[src/rtl/skin_weight_top4_normalize_defines.svh]
// ----------------------------------------------------------------------------
// skin weight top4 normalize defines
// assertion macros included by the top rtl file, which checks itself
// ----------------------------------------------------------------------------
`ifndef SKIN_WEIGHT_TOP4_NORMALIZE_DEFINES_SVH
`define SKIN_WEIGHT_TOP4_NORMALIZE_DEFINES_SVH

// same-cycle implication, disabled while reset is held
`define SWT4N_ASSERT_IMPL(label, a, c) \
  label: assert property (@(posedge clk) disable iff (!rst_n) (a) |-> (c)) \
    else $error("assertion failed");

// next-cycle implication, disabled while reset is held
`define SWT4N_ASSERT_NEXT(label, a, c) \
  label: assert property (@(posedge clk) disable iff (!rst_n) (a) |=> (c)) \
    else $error("assertion failed");

`endif

[src/rtl/swt4n_pkg.sv]
// ----------------------------------------------------------------------------
// swt4n_pkg
// shared types and constants of the skin weight top4 block
// ----------------------------------------------------------------------------
`timescale 1ns / 1ps
`default_nettype none
package swt4n_pkg;

  localparam int IDX_W     = 12;
  localparam int JNT_W     = 8;
  localparam int WGT_W     = 17;
  localparam int CNT_W     = 13;
  localparam int OUT_SLOTS = 4;
  localparam logic [CNT_W-1:0] COUNT_RESET = 13'd4096;

  typedef enum logic [1:0] {
    ACT_ADD   = 2'd0,
    ACT_READ  = 2'd1,
    ACT_CLEAR = 2'd2,
    ACT_NONE  = 2'd3
  } action_t;

  typedef struct packed {
    action_t              action;
    logic [IDX_W-1:0]     vertex;
    logic [JNT_W-1:0]     joint;
    logic [WGT_W-1:0]     weight;
    logic                 bad;
  } op_t;

  typedef struct packed {
    logic                               status;
    logic [IDX_W-1:0]                   vertex;
    logic [OUT_SLOTS-1:0][JNT_W-1:0]    joint;
    logic [OUT_SLOTS-1:0][WGT_W-1:0]    norm;
  } result_t;

  typedef struct packed {
    logic full;
    logic empty;
  } queue_status_t;

  typedef enum logic [1:0] {
    BK_INIT,
    BK_IDLE,
    BK_LOOK,
    BK_DIV
  } back_state_t;

endpackage
`default_nettype wire

[src/rtl/swt4n_front.sv]
// ----------------------------------------------------------------------------
// swt4n_front
// accepts input transactions, holds vertex_count and flags bad indexes
// ----------------------------------------------------------------------------
`timescale 1ns / 1ps
`default_nettype none
module swt4n_front #(
  parameter int MAX_VERTICES = 4096
) (
  input  wire logic                      clk,
  input  wire logic                      rst_n,
  input  wire logic                      cfg_wr_en,
  input  wire logic [swt4n_pkg::CNT_W-1:0] cfg_wr_data,
  input  wire logic                      in_tvalid,
  output logic                           in_tready,
  input  wire logic [39:0]               in_tdata,
  input  wire logic [1:0]                in_tuser,
  input  wire swt4n_pkg::queue_status_t  q_status,
  input  wire logic                      init_done,
  output logic                           push,
  output swt4n_pkg::op_t                 op
);
  import swt4n_pkg::*;

  logic [CNT_W-1:0] vertex_count_r;
  logic             idx_ok;

  always_ff @(posedge clk) begin
    if (!rst_n) begin
      vertex_count_r <= COUNT_RESET;
    end else if (cfg_wr_en) begin
      vertex_count_r <= cfg_wr_data;
    end
  end

  always_comb begin
    idx_ok = (CNT_W'(in_tdata[11:0]) < vertex_count_r) &&
             (17'(in_tdata[11:0]) < 17'(MAX_VERTICES));
    op.action = action_t'(in_tuser);
    op.vertex = in_tdata[11:0];
    op.joint  = in_tdata[19:12];
    op.weight = in_tdata[36:20];
    op.bad    = !idx_ok;
  end

  assign in_tready = !q_status.full && init_done;
  assign push      = in_tvalid && in_tready;

endmodule
`default_nettype wire

[config.mk]
export PLATFORM = sky130hd
export DESIGN_NAME = swt4n_front
export DESIGN_NICKNAME = d
export VERILOG_FILES = /design/src/rtl/skin_weight_top4_normalize_defines.svh /design/src/rtl/swt4n_pkg.sv /design/src/rtl/swt4n_front.sv
export SDC_FILE = /design/constraint.sdc
export NUM_CORES = 1
export LEC_CHECK = 0
export BUFFER_PORTS_ARGS = -buffer_cell sky130_fd_sc_hd__buf_4
export CAP_MARGIN = 0
export CELL_PAD_IN_SITES_DETAIL_PLACEMENT = 1
export CELL_PAD_IN_SITES_GLOBAL_PLACEMENT = 2
export CORE_MARGIN = 5
export CORE_UTILIZATION = 18
export DETAILED_ROUTE_END_ITERATION = 10
export PLACE_DENSITY = 0.86
export SETUP_SLACK_MARGIN = 0.15
export SLEW_MARGIN = 20
export SYNTH_ARGS = -nofsm -noshare
export SYNTH_HDL_FRONTEND = slang
export SYNTH_SLANG_ARGS = --single-unit
[constraint.sdc]
create_clock -name clk -period 1.3 [get_ports clk]
set_input_delay 0.13 -clock clk [delete_from_list [all_inputs] [get_ports clk]]
set_output_delay 0.13 -clock clk [all_outputs]
set_load 0.01 [all_outputs]
# Word-level counts from Yosys, hierarchy flattened
# Cells that the tools add are included.
[classes]
n_reduce_logical = 4
n_lt_le_gt_ge = 1
[op_table]
columns = ["cell", "count"]
rows = [
  ["less-than comparator 12 x 13 -> 1 bit", 1],
  ["logical AND 1 bit", 2],
  ["logical NOT 1 bit", 2],
]
[totals]
in_bits = 62
ff_bits = 13
out_inout_bits = 42
wordCells = 6

# Logic depth before layout (Yosys ltp)
[depth]
depth_word = 3
depth_mapped = 6

# Least setup slack after synthesis
# No wires, ideal clock.
[synth_path]
path_kind = "register to output"
start = "register vertex_count_r[10]"
end = "output op[0] (netlist bit)"
n_path_buf = 0
arrival_ps = 1141
path_slack_ps = 29
stages_incl_launch_ff = 7
path_cell_list = "dfxtp_1 inv_1 ha_1 a21o_1 a21oi_1 a2bb2oi_1 o21ai_1"
[synth_rtl]
columns = ["element", "line", "text"]
rows = [
  ["start, declared", "swt4n_front.sv:25", "logic [CNT_W-1:0] vertex_count_r;"],
  ["start signal, assigned", "swt4n_front.sv:32", "vertex_count_r <= cfg_wr_data;"],
  ["end, declared", "swt4n_front.sv:21", "output swt4n_pkg::op_t op"],
]

==> results.py <==
metrics = {
    "critical_path": {
        "timing.rr.start": "vertex_count_r[9]",
        "cp.required_ns": 1.17,
        "path_cells": "inv_1 > ha_1 > and4b_1 > a2bb2oi_1 > o21ai_1 > buf_4",
        "crit_path_max_fanout": 2,
        "cp.arrival_ns": 1.46,
        "crit_path_end_kind": "primary output",
        "crit_path_max_incr_delay_ns": 0.32,
        "rr_worst_depth": 3,
        "cpMaxStageDelayCell": "dfxtp_1",
        "regToRegEndpoint": "vertex_count_r[9]",
        "cp_num_buf_inv": 2,
        "worst_setup_path_start_kind": "register",
        "setup.worst_path.class": "register to primary output",
        "critPathTopFamily": "flip-flops",
        "reg2reg_slack_ns": 0.60,
    },
    "logic_synthesis": {
        "ys_seq_elements": 13,
        "synth_area_mm2": 0.00109,
        "synth_warnings": 0,
        "synth_cell_type_count": 19,
        "yosysTopAreaCellShare": 0.269,
        "yosysMostFrequentCell": "buf_4",
        "ys_seq_area_frac": 0.239,
        "avgSynthCellArea_um2": 8.85,
        "synth_area_leaders": "buf_4 (27%), dfxtp_1 (24%), ha_1 (13%), mux2i_1 (12%), nor2b_1 (8.0%)",
        "synth_edf_count": 0,
        "syn-num-nets": 196,
        "synth_largest_area_cell": "buf_4",
        "syn_inst": 123,
        "synthTopCellsByCount": "buf_4 (39), nor2b_1 (14), dfxtp_1 (13), mux2i_1 (13)",
        "async_flop_share": 0,
        "synth-main-ff-cell": "dfxtp_1",
    },
    "clock_network": {
        "cts.sink_count": 13,
        "cts_tree": "done",
        "postCtsHoldBufs": 0,
        "cts_buffers": 3,
        "insertion_delay_ns": 0.24,
        "htreeDepth": 1,
        "cts_buffer_depth": 2,
        "clk_pin_slew_ns": 0.06,
        "cts_root_buffer": "clkbuf_8",
        "postCtsSetupRepairBufs": 0,
    },
    "grt": {
        "antenna_found_initial": 0,
        "grt_max_degree": 14,
        "grt_use_total": 0.0604,
        "grt_pass1_wl_um": 3480,
        "globalRouteOverflowTotal": 0,
        "grt_pass1_vias": 745,
    },
    "floorplanning": {
        "die_h_um": 87.8,
        "coreArea_mm2": 0.00589,
        "rows": 28,
        "io_pins": 104,
        "fp.dieW_um": 87.8,
        "dieArea_mm2": 0.00770,
        "initial_core_util": 0.185,
    },
    "cells_and_area": {
        "drive_gt1_frac": 0.477,
        "syn2layout_area_growth_pct": 20.5,
        "fillCellCount": 710,
        "top_regs": "vertex_count_r (13)",
        "final_cells": 207,
        "largest_reg_flops": 13,
        "antenna_cells": 0,
        "fin_nets": 206,
        "regMostFlops": "vertex_count_r",
        "seq_area_um2": 264,
        "multi_input_area_um2": 514,
    },
    "sta": {
        "worst_slew_pin_slew_ns": 0.239,
        "maxSlewHeadroom": 0.841,
        "drv_slew": 0,
        "rsz0062_at_grt": "true",
        "fin_ws_ns": -0.294,
        "holdWs_ns": 0.104,
        "final.period_utilization": 1.23,
        "setup_viol": 1,
        "fin_crit_ns": 1.59,
        "hold_viol": 0,
        "fmax_ghz": 0.627,
        "finClkSkew_ns": 0,
    },
    "hold_path": {
        "hold_depth": 3,
        "holdPathEnd": "vertex_count_r[12]",
        "min_from": "cfg_wr_data[12]",
        "hold_path_class": "primary input to register",
    },
    "outcome": {
        "violations": "negative setup slack",
        "status": "complete, but fails checks",
    },
    "drt": {
        "drt-wirelength-per-cell_um": 11.7,
        "drt_first_pass_iters": 2,
        "totalWireLength_um": 2420,
        "routed_via_density": 3.60,
        "drt_first_iter_violations": 1,
        "drtAntennaViolNets": 0,
        "drc": 0,
        "vias": 746,
    },
    "pwr": {
        "total_power_uw": 1100,
        "power_leakage_uw": 0.000609,
        "peakVddDrop_v": 0.000404,
        "p_per_area_mw_per_mm2": 841,
    },
    "placement": {
        "dp_cells": 203,
        "place_congestion": 0.713,
        "port_buffers": 45,
        "dpl.hpwl_um": 2070,
    },
    "flow_run": {
        "cap_viol_max_count": 0,
    },
}
[layout make-up]
class | instances | share of cell area
tap | 75 | 0.0716
clock buffer | 4 | 0.0344
timing repair buffer | 47 | 0.269
multi-input combinational | 57 | 0.392
sequential | 13 | 0.201
inverter | 11 | 0.0315
[tightest hold or removal path, stage by stage]
cell and delay, ns:
buf_4 0.08, mux2i_1 0.05, nand2_1 0.06
[through the flow]
step | TNS (ns) | cell area, µm² | setup WS, ns | util
4_1_cts | -0.340 | 1270 | -0.340 | 0.215
5_1_grt | -0.378 | 1310 | -0.378 | 0.223
3_5_place_dp | -0.137 | 1210 | -0.137 | 0.205
2_1_floorplan | 0 | 1090 | 0.0459 | -
3_3_place_gp | -0.125 | 1210 | -0.125 | 0.205
6_report | -0.294 | 1310 | -0.294 | 0.223
[per-layer routing]
layer,up-vias,track usage,wire length (µm)
li1,377,-,-
met2,31,0.0938,1150
met4,0,0.00558,0
met3,0,0.0348,264
met5,-,0,0
met1,338,0.0755,1000
[how the worst max path moves through the flow]
| stage | depth (start not counted) | start | end |
|---|---|---|---|
| floorplan | 6 | vertex_count_r[10] | op[0] |
| detailed placement | 7 | vertex_count_r[10] | op[0] |
| global placement | 7 | vertex_count_r[10] | op[0] |
| global route | 7 | vertex_count_r[10] | op[0] |
| finish | 6 | vertex_count_r[11] | op[0] |
| CTS | 7 | vertex_count_r[10] | op[0] |
[power by group]
part           switching (µW)  internal, µW
combinational             125           176
sequential               12.5           424
clock                     149           216
total                     286           816
[timing repair]
item                                    4_1_cts  5_1_grt
gates resized for setup                       5       10
pin swaps                                     4        6
endpoints found under the setup margin        1        1
[layout by cell type, fill, tap and decap left out, drive strengths merged]
cell | netlist | final
ha | 11 | 11
a2bb2oi | 1 | 1
dfxtp | 13 | 13
and4b | 1 | 1
nor2 | 1 | 1
a21oi | 4 | 4
clkbuf | 1 | 4
o21ai | 3 | 3
and2 | 1 | 1
buf | 41 | 47
a21o | 2 | 2
mux2i | 13 | 13
nand2 | 5 | 5
a31oi | 1 | 1
inv | 11 | 11
nor2b | 14 | 14
[kinds of logic after synthesis]
kind of cell	after synthesis	share of synthesized area
flops	13	0.239
buf+inv	53	0.339
simple gates	22	0.116
fa+ha+maj	11	0.126
mux	13	0.120
compound gates	11	0.0598
Note: power is estimated with default switching activity, not from simulation.
