===== config.mk =====
export PLATFORM = sky130hd
export DESIGN_NAME = swt4n_fifo
export DESIGN_NICKNAME = d
export VERILOG_FILES = /design/src/rtl/skin_weight_top4_normalize_defines.svh /design/src/rtl/swt4n_pkg.sv /design/src/rtl/swt4n_fifo.sv
export SDC_FILE = /design/constraint.sdc
export NUM_CORES = 1
export LEC_CHECK = 0
export BUFFER_PORTS_ARGS = -buffer_cell sky130_fd_sc_hd__clkbuf_2
export CELL_PAD_IN_SITES_DETAIL_PLACEMENT = 0
export CELL_PAD_IN_SITES_GLOBAL_PLACEMENT = 1
export CORE_MARGIN = 2
export CORE_UTILIZATION = 46
export DETAILED_ROUTE_END_ITERATION = 7
export PLACE_DENSITY = 0.83
export SYNTH_ARGS = -nofsm -noshare
export SYNTH_HDL_FRONTEND = slang
export SYNTH_SLANG_ARGS = --single-unit

===== constraint.sdc =====
create_clock -name clk -period 7.6 [get_ports clk]
set_input_delay 1.52 -clock clk [delete_from_list [all_inputs] [get_ports clk]]
set_output_delay 1.52 -clock clk [all_outputs]
set_load 0.02 [all_outputs]

===== src/rtl/skin_weight_top4_normalize_defines.svh =====
// ----------------------------------------------------------------------------
// skin weight top4 normalize defines
// assertion macros included by the top rtl file, which checks itself
// ----------------------------------------------------------------------------
`ifndef SKIN_WEIGHT_TOP4_NORMALIZE_DEFINES_SVH
`define SKIN_WEIGHT_TOP4_NORMALIZE_DEFINES_SVH

// same-cycle implication, disabled while reset is held
`define SWT4N_ASSERT_IMPL(label, a, c) \
  label: assert property (@(posedge clk) disable iff (!rst_n) (a) |-> (c)) \
    else $error("assertion failed");

// next-cycle implication, disabled while reset is held
`define SWT4N_ASSERT_NEXT(label, a, c) \
  label: assert property (@(posedge clk) disable iff (!rst_n) (a) |=> (c)) \
    else $error("assertion failed");

`endif


===== src/rtl/swt4n_pkg.sv =====
// ----------------------------------------------------------------------------
// swt4n_pkg
// shared types and constants of the skin weight top4 block
// ----------------------------------------------------------------------------
`timescale 1ns / 1ps
`default_nettype none
package swt4n_pkg;

  localparam int IDX_W     = 12;
  localparam int JNT_W     = 8;
  localparam int WGT_W     = 17;
  localparam int CNT_W     = 13;
  localparam int OUT_SLOTS = 4;
  localparam logic [CNT_W-1:0] COUNT_RESET = 13'd4096;

  typedef enum logic [1:0] {
    ACT_ADD   = 2'd0,
    ACT_READ  = 2'd1,
    ACT_CLEAR = 2'd2,
    ACT_NONE  = 2'd3
  } action_t;

  typedef struct packed {
    action_t              action;
    logic [IDX_W-1:0]     vertex;
    logic [JNT_W-1:0]     joint;
    logic [WGT_W-1:0]     weight;
    logic                 bad;
  } op_t;

  typedef struct packed {
    logic                               status;
    logic [IDX_W-1:0]                   vertex;
    logic [OUT_SLOTS-1:0][JNT_W-1:0]    joint;
    logic [OUT_SLOTS-1:0][WGT_W-1:0]    norm;
  } result_t;

  typedef struct packed {
    logic full;
    logic empty;
  } queue_status_t;

  typedef enum logic [1:0] {
    BK_INIT,
    BK_IDLE,
    BK_LOOK,
    BK_DIV
  } back_state_t;

endpackage
`default_nettype wire


===== src/rtl/swt4n_fifo.sv =====
// ----------------------------------------------------------------------------
// swt4n_fifo
// two-entry queue of classified operations between front and back
// ----------------------------------------------------------------------------
`timescale 1ns / 1ps
`default_nettype none
module swt4n_fifo (
  input  wire logic                     clk,
  input  wire logic                     rst_n,
  input  wire logic                     push,
  input  wire swt4n_pkg::op_t           push_op,
  input  wire logic                     pop,
  output swt4n_pkg::op_t                head_op,
  output swt4n_pkg::queue_status_t      q_status
);
  import swt4n_pkg::*;

  op_t        slot_r [2];
  logic       wp_r, rp_r;
  logic [1:0] cnt_r;

  always_ff @(posedge clk) begin
    if (!rst_n) begin
      wp_r  <= 1'b0;
      rp_r  <= 1'b0;
      cnt_r <= 2'd0;
    end else begin
      if (push) wp_r <= !wp_r;
      if (pop)  rp_r <= !rp_r;
      cnt_r <= cnt_r + {1'b0, push} - {1'b0, pop};
    end
  end

  always_ff @(posedge clk) begin
    if (push) slot_r[wp_r] <= push_op;
  end

  assign head_op        = slot_r[rp_r];
  assign q_status.full  = (cnt_r == 2'd2);
  assign q_status.empty = (cnt_r == 2'd0);

endmodule
`default_nettype wire


* Yosys cells after proc, flatten, opt, wreduce, memory -nomap -nowiden
Memories as Yosys holds them, arrays and structs flattened. A register that Yosys moved wholly into a read port is not among the register bits.
Index checks and enable logic that the tools add are counted.
** Word-level totals
- Bits in latches :: 0
- Input bits :: 44
- Bits in registers :: 4
- Memory bits (read-only) :: 0
- Memories kept :: 1
- Word-level logic and storage cells :: 14
- Bits in writable memories :: 80
- Output and inout bits :: 42
** Operators by class
- Reductions and logical operators :: 3
- Shift-type cells :: 0
- Equality and inequality tests :: 1
- Multipliers :: 0
- $lt $le $gt $ge :: 0
- Div/mod/pow operators :: 0
- Bitwise operators :: 0
- Add/sub/neg operators :: 2
- Muxes and demuxes :: 4
** Memories
- slot_r :: depth 2, bits a word 40, read ports 1, clocked after Yosys merged registers in 1, write ports 1, RTL line swt4n_fifo.sv:18 : op_t slot_r [2];
** Operator list (number)
- $mux 1 :: 4
- $add 2x1->2 :: 1
- $eq 2x2->1 const B :: 1
- $logic_not 1->1 :: 2
- $logic_not 2->1 :: 1
- $sub 2x1->2 :: 1

* Longest topological paths before layout
- Depth after elaboration :: 3
- Depth in mapped cells :: 6
- Depth with buffers taken out :: 6

* Worst setup path after synthesis
Ideal clock, no wire load.
- Path type :: input-to-reg
- Start :: input port push
- End :: memory slot_r[0][0] (netlist bit), enable pin
- Stages :: 1
- Arrival :: 3.340 ns
- Setup slack :: 3.816 ns
- Path buffers :: 0
- Required time :: 7.157 ns
- Setup time :: 0.443 ns
- Cell sequence :: nor2b_1
** Between the ends
- Cells in the longest elaborated chain, start to end :: 2
** RTL lines
- start, declared :: RTL line swt4n_fifo.sv:10 : input wire logic push,
- $mux 1 :: RTL line swt4n_fifo.sv:35 : if (push) slot_r[wp_r] <= push_op;
- $mux 1 (implied by the code) :: RTL line swt4n_fifo.sv:35
- end, declared :: RTL line swt4n_fifo.sv:18
Every way passes these cells.

==> flow_metrics.py <==
metrics = {
    "status": {
        "outcome": "finished, final reports clean",
    },
    "timing": {
        "slew_headroom_pct": 20.6,
        "hold_viol": 0,
        "max_clock_freq_ghz": 0.292,
        "period_share_pct": 45.1,
        "worstMarginPinSlew_ps": 1190,
        "tns_ps": 0,
        "setup_ws_ps": 4170,
        "final-setup-viol-count": 0,
        "rsz0062_at_grt": "no",
        "fin_skew_ps": 5.67,
        "fin_crit_ps": 3430,
        "holdWs_ps": 584,
        "slew_viol_final": 0,
    },
    "clock_tree": {
        "tritoncts": "done",
        "holdBufCountCts": 0,
        "clk_pin_slew_ps": 90,
        "post_cts_resized": 0,
        "cts_root_buf": "clkbuf_8",
        "cts_buffers": 9,
        "htree_levels": 3,
        "insertion_delay_ps": 340,
        "cts.sinks": 85,
        "post-cts-setup-buffer-count": 0,
        "clock_path_buffers": 2,
    },
    "drt": {
        "postRouteAntennaNets": 0,
        "route.vias.total": 1606,
        "post-route-drc-count": 0,
        "first_pass_iters": 4,
        "wl_per_cell_um": 15.3,
        "vias_per_cell": 4.99,
        "drt_iter0_drc": 77,
        "drt-total-wl_mm": 4.94,
    },
    "critical_path": {
        "cp_data_required_time_ps": 6080,
        "slowest_delay_ps": 950,
        "startpoint_type": "register",
        "path_max_fanout": 40,
        "cp_cell_sequence": "mux2_2 > clkbuf_2",
        "slowest_stage": "dfxtp_2",
        "cp-end-kind": "output pin",
        "cp_data_arrival_time_ps": 1910,
        "setup.worst_path.class": "reg2out",
    },
    "logic_synthesis": {
        "syn_inst": 145,
        "syn_avg_cell_area_um2": 21.5,
        "synth_edf_count": 80,
        "syn_nets": 191,
        "synth_warnings": 0,
        "synth.distinct_cells": 12,
        "ys_top_cells_by_count": "80 x edfxtp_1, 40 x mux2_2, 5 x dfxtp_1",
        "ys_ff_latch": 85,
        "synth.most_common_cell": "edfxtp_1",
        "synthTopCellsByArea": "edfxtp_1 77%, mux2_2 14%, dfxtp_1 3.2%",
        "yosysSeqAreaShare_pct": 80.1,
        "syn-cell-area_um2": 3120,
        "ys.flop_type": "edfxtp_1",
        "synth_top_cell_by_area": "edfxtp_1",
        "synth_top_area_share_pct": 76.9,
        "ys_async_sr_fraction_pct": 0,
    },
    "cells_and_area": {
        "final_util_pct": 56.7,
        "stdcell_count": 322,
        "diodes": 0,
        "fin_nets": 283,
        "syn_to_final_growth_pct": 21.3,
        "drive_gt1_share_pct": 59.5,
    },
    "global_route": {
        "grt_start_max_net_pins": 42,
        "grt_first_pass_wirelength_mm": 7.69,
        "antenna_found_initial": 0,
        "grt_usage_pct": 13.9,
        "grt_pass1_vias": 1662,
        "grt_overflow": 0,
    },
    "die": {
        "die_h_um": 86.4,
        "top_level_ports": 86,
        "core_area_um2": 6680,
        "dieArea_um2": 7460,
        "row_count": 30,
        "start_util_pct": 46.7,
        "dieWidth_um": 86.4,
    },
    "power": {
        "powerDensity_nw_per_um2": 253,
        "power_switching_share_pct": 25.4,
        "seq_power_share_pct": 58.0,
        "p_switching_uw": 243,
        "combPwrFrac_pct": 12.7,
        "ir_drop_mv": 0.140,
        "internal_power_uw": 714,
        "p_clk_share_pct": 29.3,
        "p_leak_uw": 0.00144,
    },
    "worst_hold_path": {
        "hold_class": "reg2reg",
    },
    "job": {
        "drv_cap": 0,
    },
    "place": {
        "dpl.cell_count": 306,
        "post-place-ws_ps": 4480,
        "gp_congestion": 0.667,
        "post-dp-hpwl_mm": 3.08,
        "portBuffers": 85,
    },
}
[worst paths after layout]
kind                                         from                 endpoint  slack, ps  depth (start not counted)
worst min register to register  rp_r$_SDFFE_PN0P_        rp_r$_SDFFE_PN0P_        580                          2
worst min-delay path            rp_r$_SDFFE_PN0P_        rp_r$_SDFFE_PN0P_        580                          2
worst max register to register  wp_r$_SDFFE_PN0P_  slot_r[0][16]$_DFFE_PP_       5940                          1
worst max-delay path                     register              head_op[13]       4170                          2
[routing by layer]
layer  vias up  GRT usage [%]  wire [um]
met5         -              0          0
met4         0           7.67         92
met3         9           4.38        320
met2        64           22.8       2500
met1       787           16.4       2020
li1        746              -          -
[flip-flops by register name (all words and copies together), names as in the netlist, named ones only]
signal / flops
slot_r: 80
cnt_r: 2
rp_r: 1
wp_r: 1
[metrics by stage]
step	area, um2	total power (uW)
2_1_floorplan	3120	646
3_3_place_gp	3610	688
3_5_place_dp	3610	690
4_1_cts	3790	970
5_1_grt	3790	998
6_report	3790	958
[area by class of cell]
class / count / area, um2
Timing Repair Buffer: 85 / 425
Tap cell: 80 / 100
Clock inverter: 7 / 51.3
Fill cell: 544 / 2890
Sequential cell: 85 / 2500
Inverter: 2 / 7.51
Clock buffer: 9 / 124
Multi-Input combinational cell: 54 / 577
[worst max-delay path: cells and delay by family (launching register included)]
kind	cells	cell delay, ps
multiplexers	1	420
flip-flops	1	950
buffers and inverters	1	160
[cells in the final DEF, fill, tap and decap left out]
| cell type | n |
|---|---|
| nor2b_4 | 1 |
| nor2b_1 | 3 |
| inv_1 | 2 |
| inv_6 | 1 |
| clkinv_2 | 1 |
| o21a_1 | 1 |
| edfxtp_1 | 80 |
| nor2_1 | 1 |
| dfxtp_1 | 4 |
| xnor3_1 | 1 |
| and2_1 | 3 |
| ha_1 | 2 |
| xor2_1 | 1 |
| and2_2 | 1 |
| mux2_2 | 40 |
| clkinvlp_4 | 5 |
| clkbuf_2 | 85 |
| clkbuf_8 | 9 |
| dfxtp_2 | 1 |
[power by group through the flow]
stage	logic, uW	registers [uW]	clock network (uW)
6_report	121	556	281
5_1_grt	130	560	308
4_1_cts	124	557	290
3_5_place_dp	123	567	0
3_3_place_gp	122	566	0
2_1_floorplan	89.0	557	0
[cell families (layout without fill, tap and decap cells)]
family	count (synthesis)	after routing	synth area share [%]
flip-flops	85	85	80.1
multiplexers	40	40	14.4
buffers and inverters	6	103	1.68
AO/OA/AOI/OAI	1	1	0.240
adder cells (fa/ha/maj)	2	2	0.801
XOR/XNOR	2	2	1.00
AND/OR/NAND/NOR	9	9	1.72
Note: power is estimated with default switching activity, not from simulation.
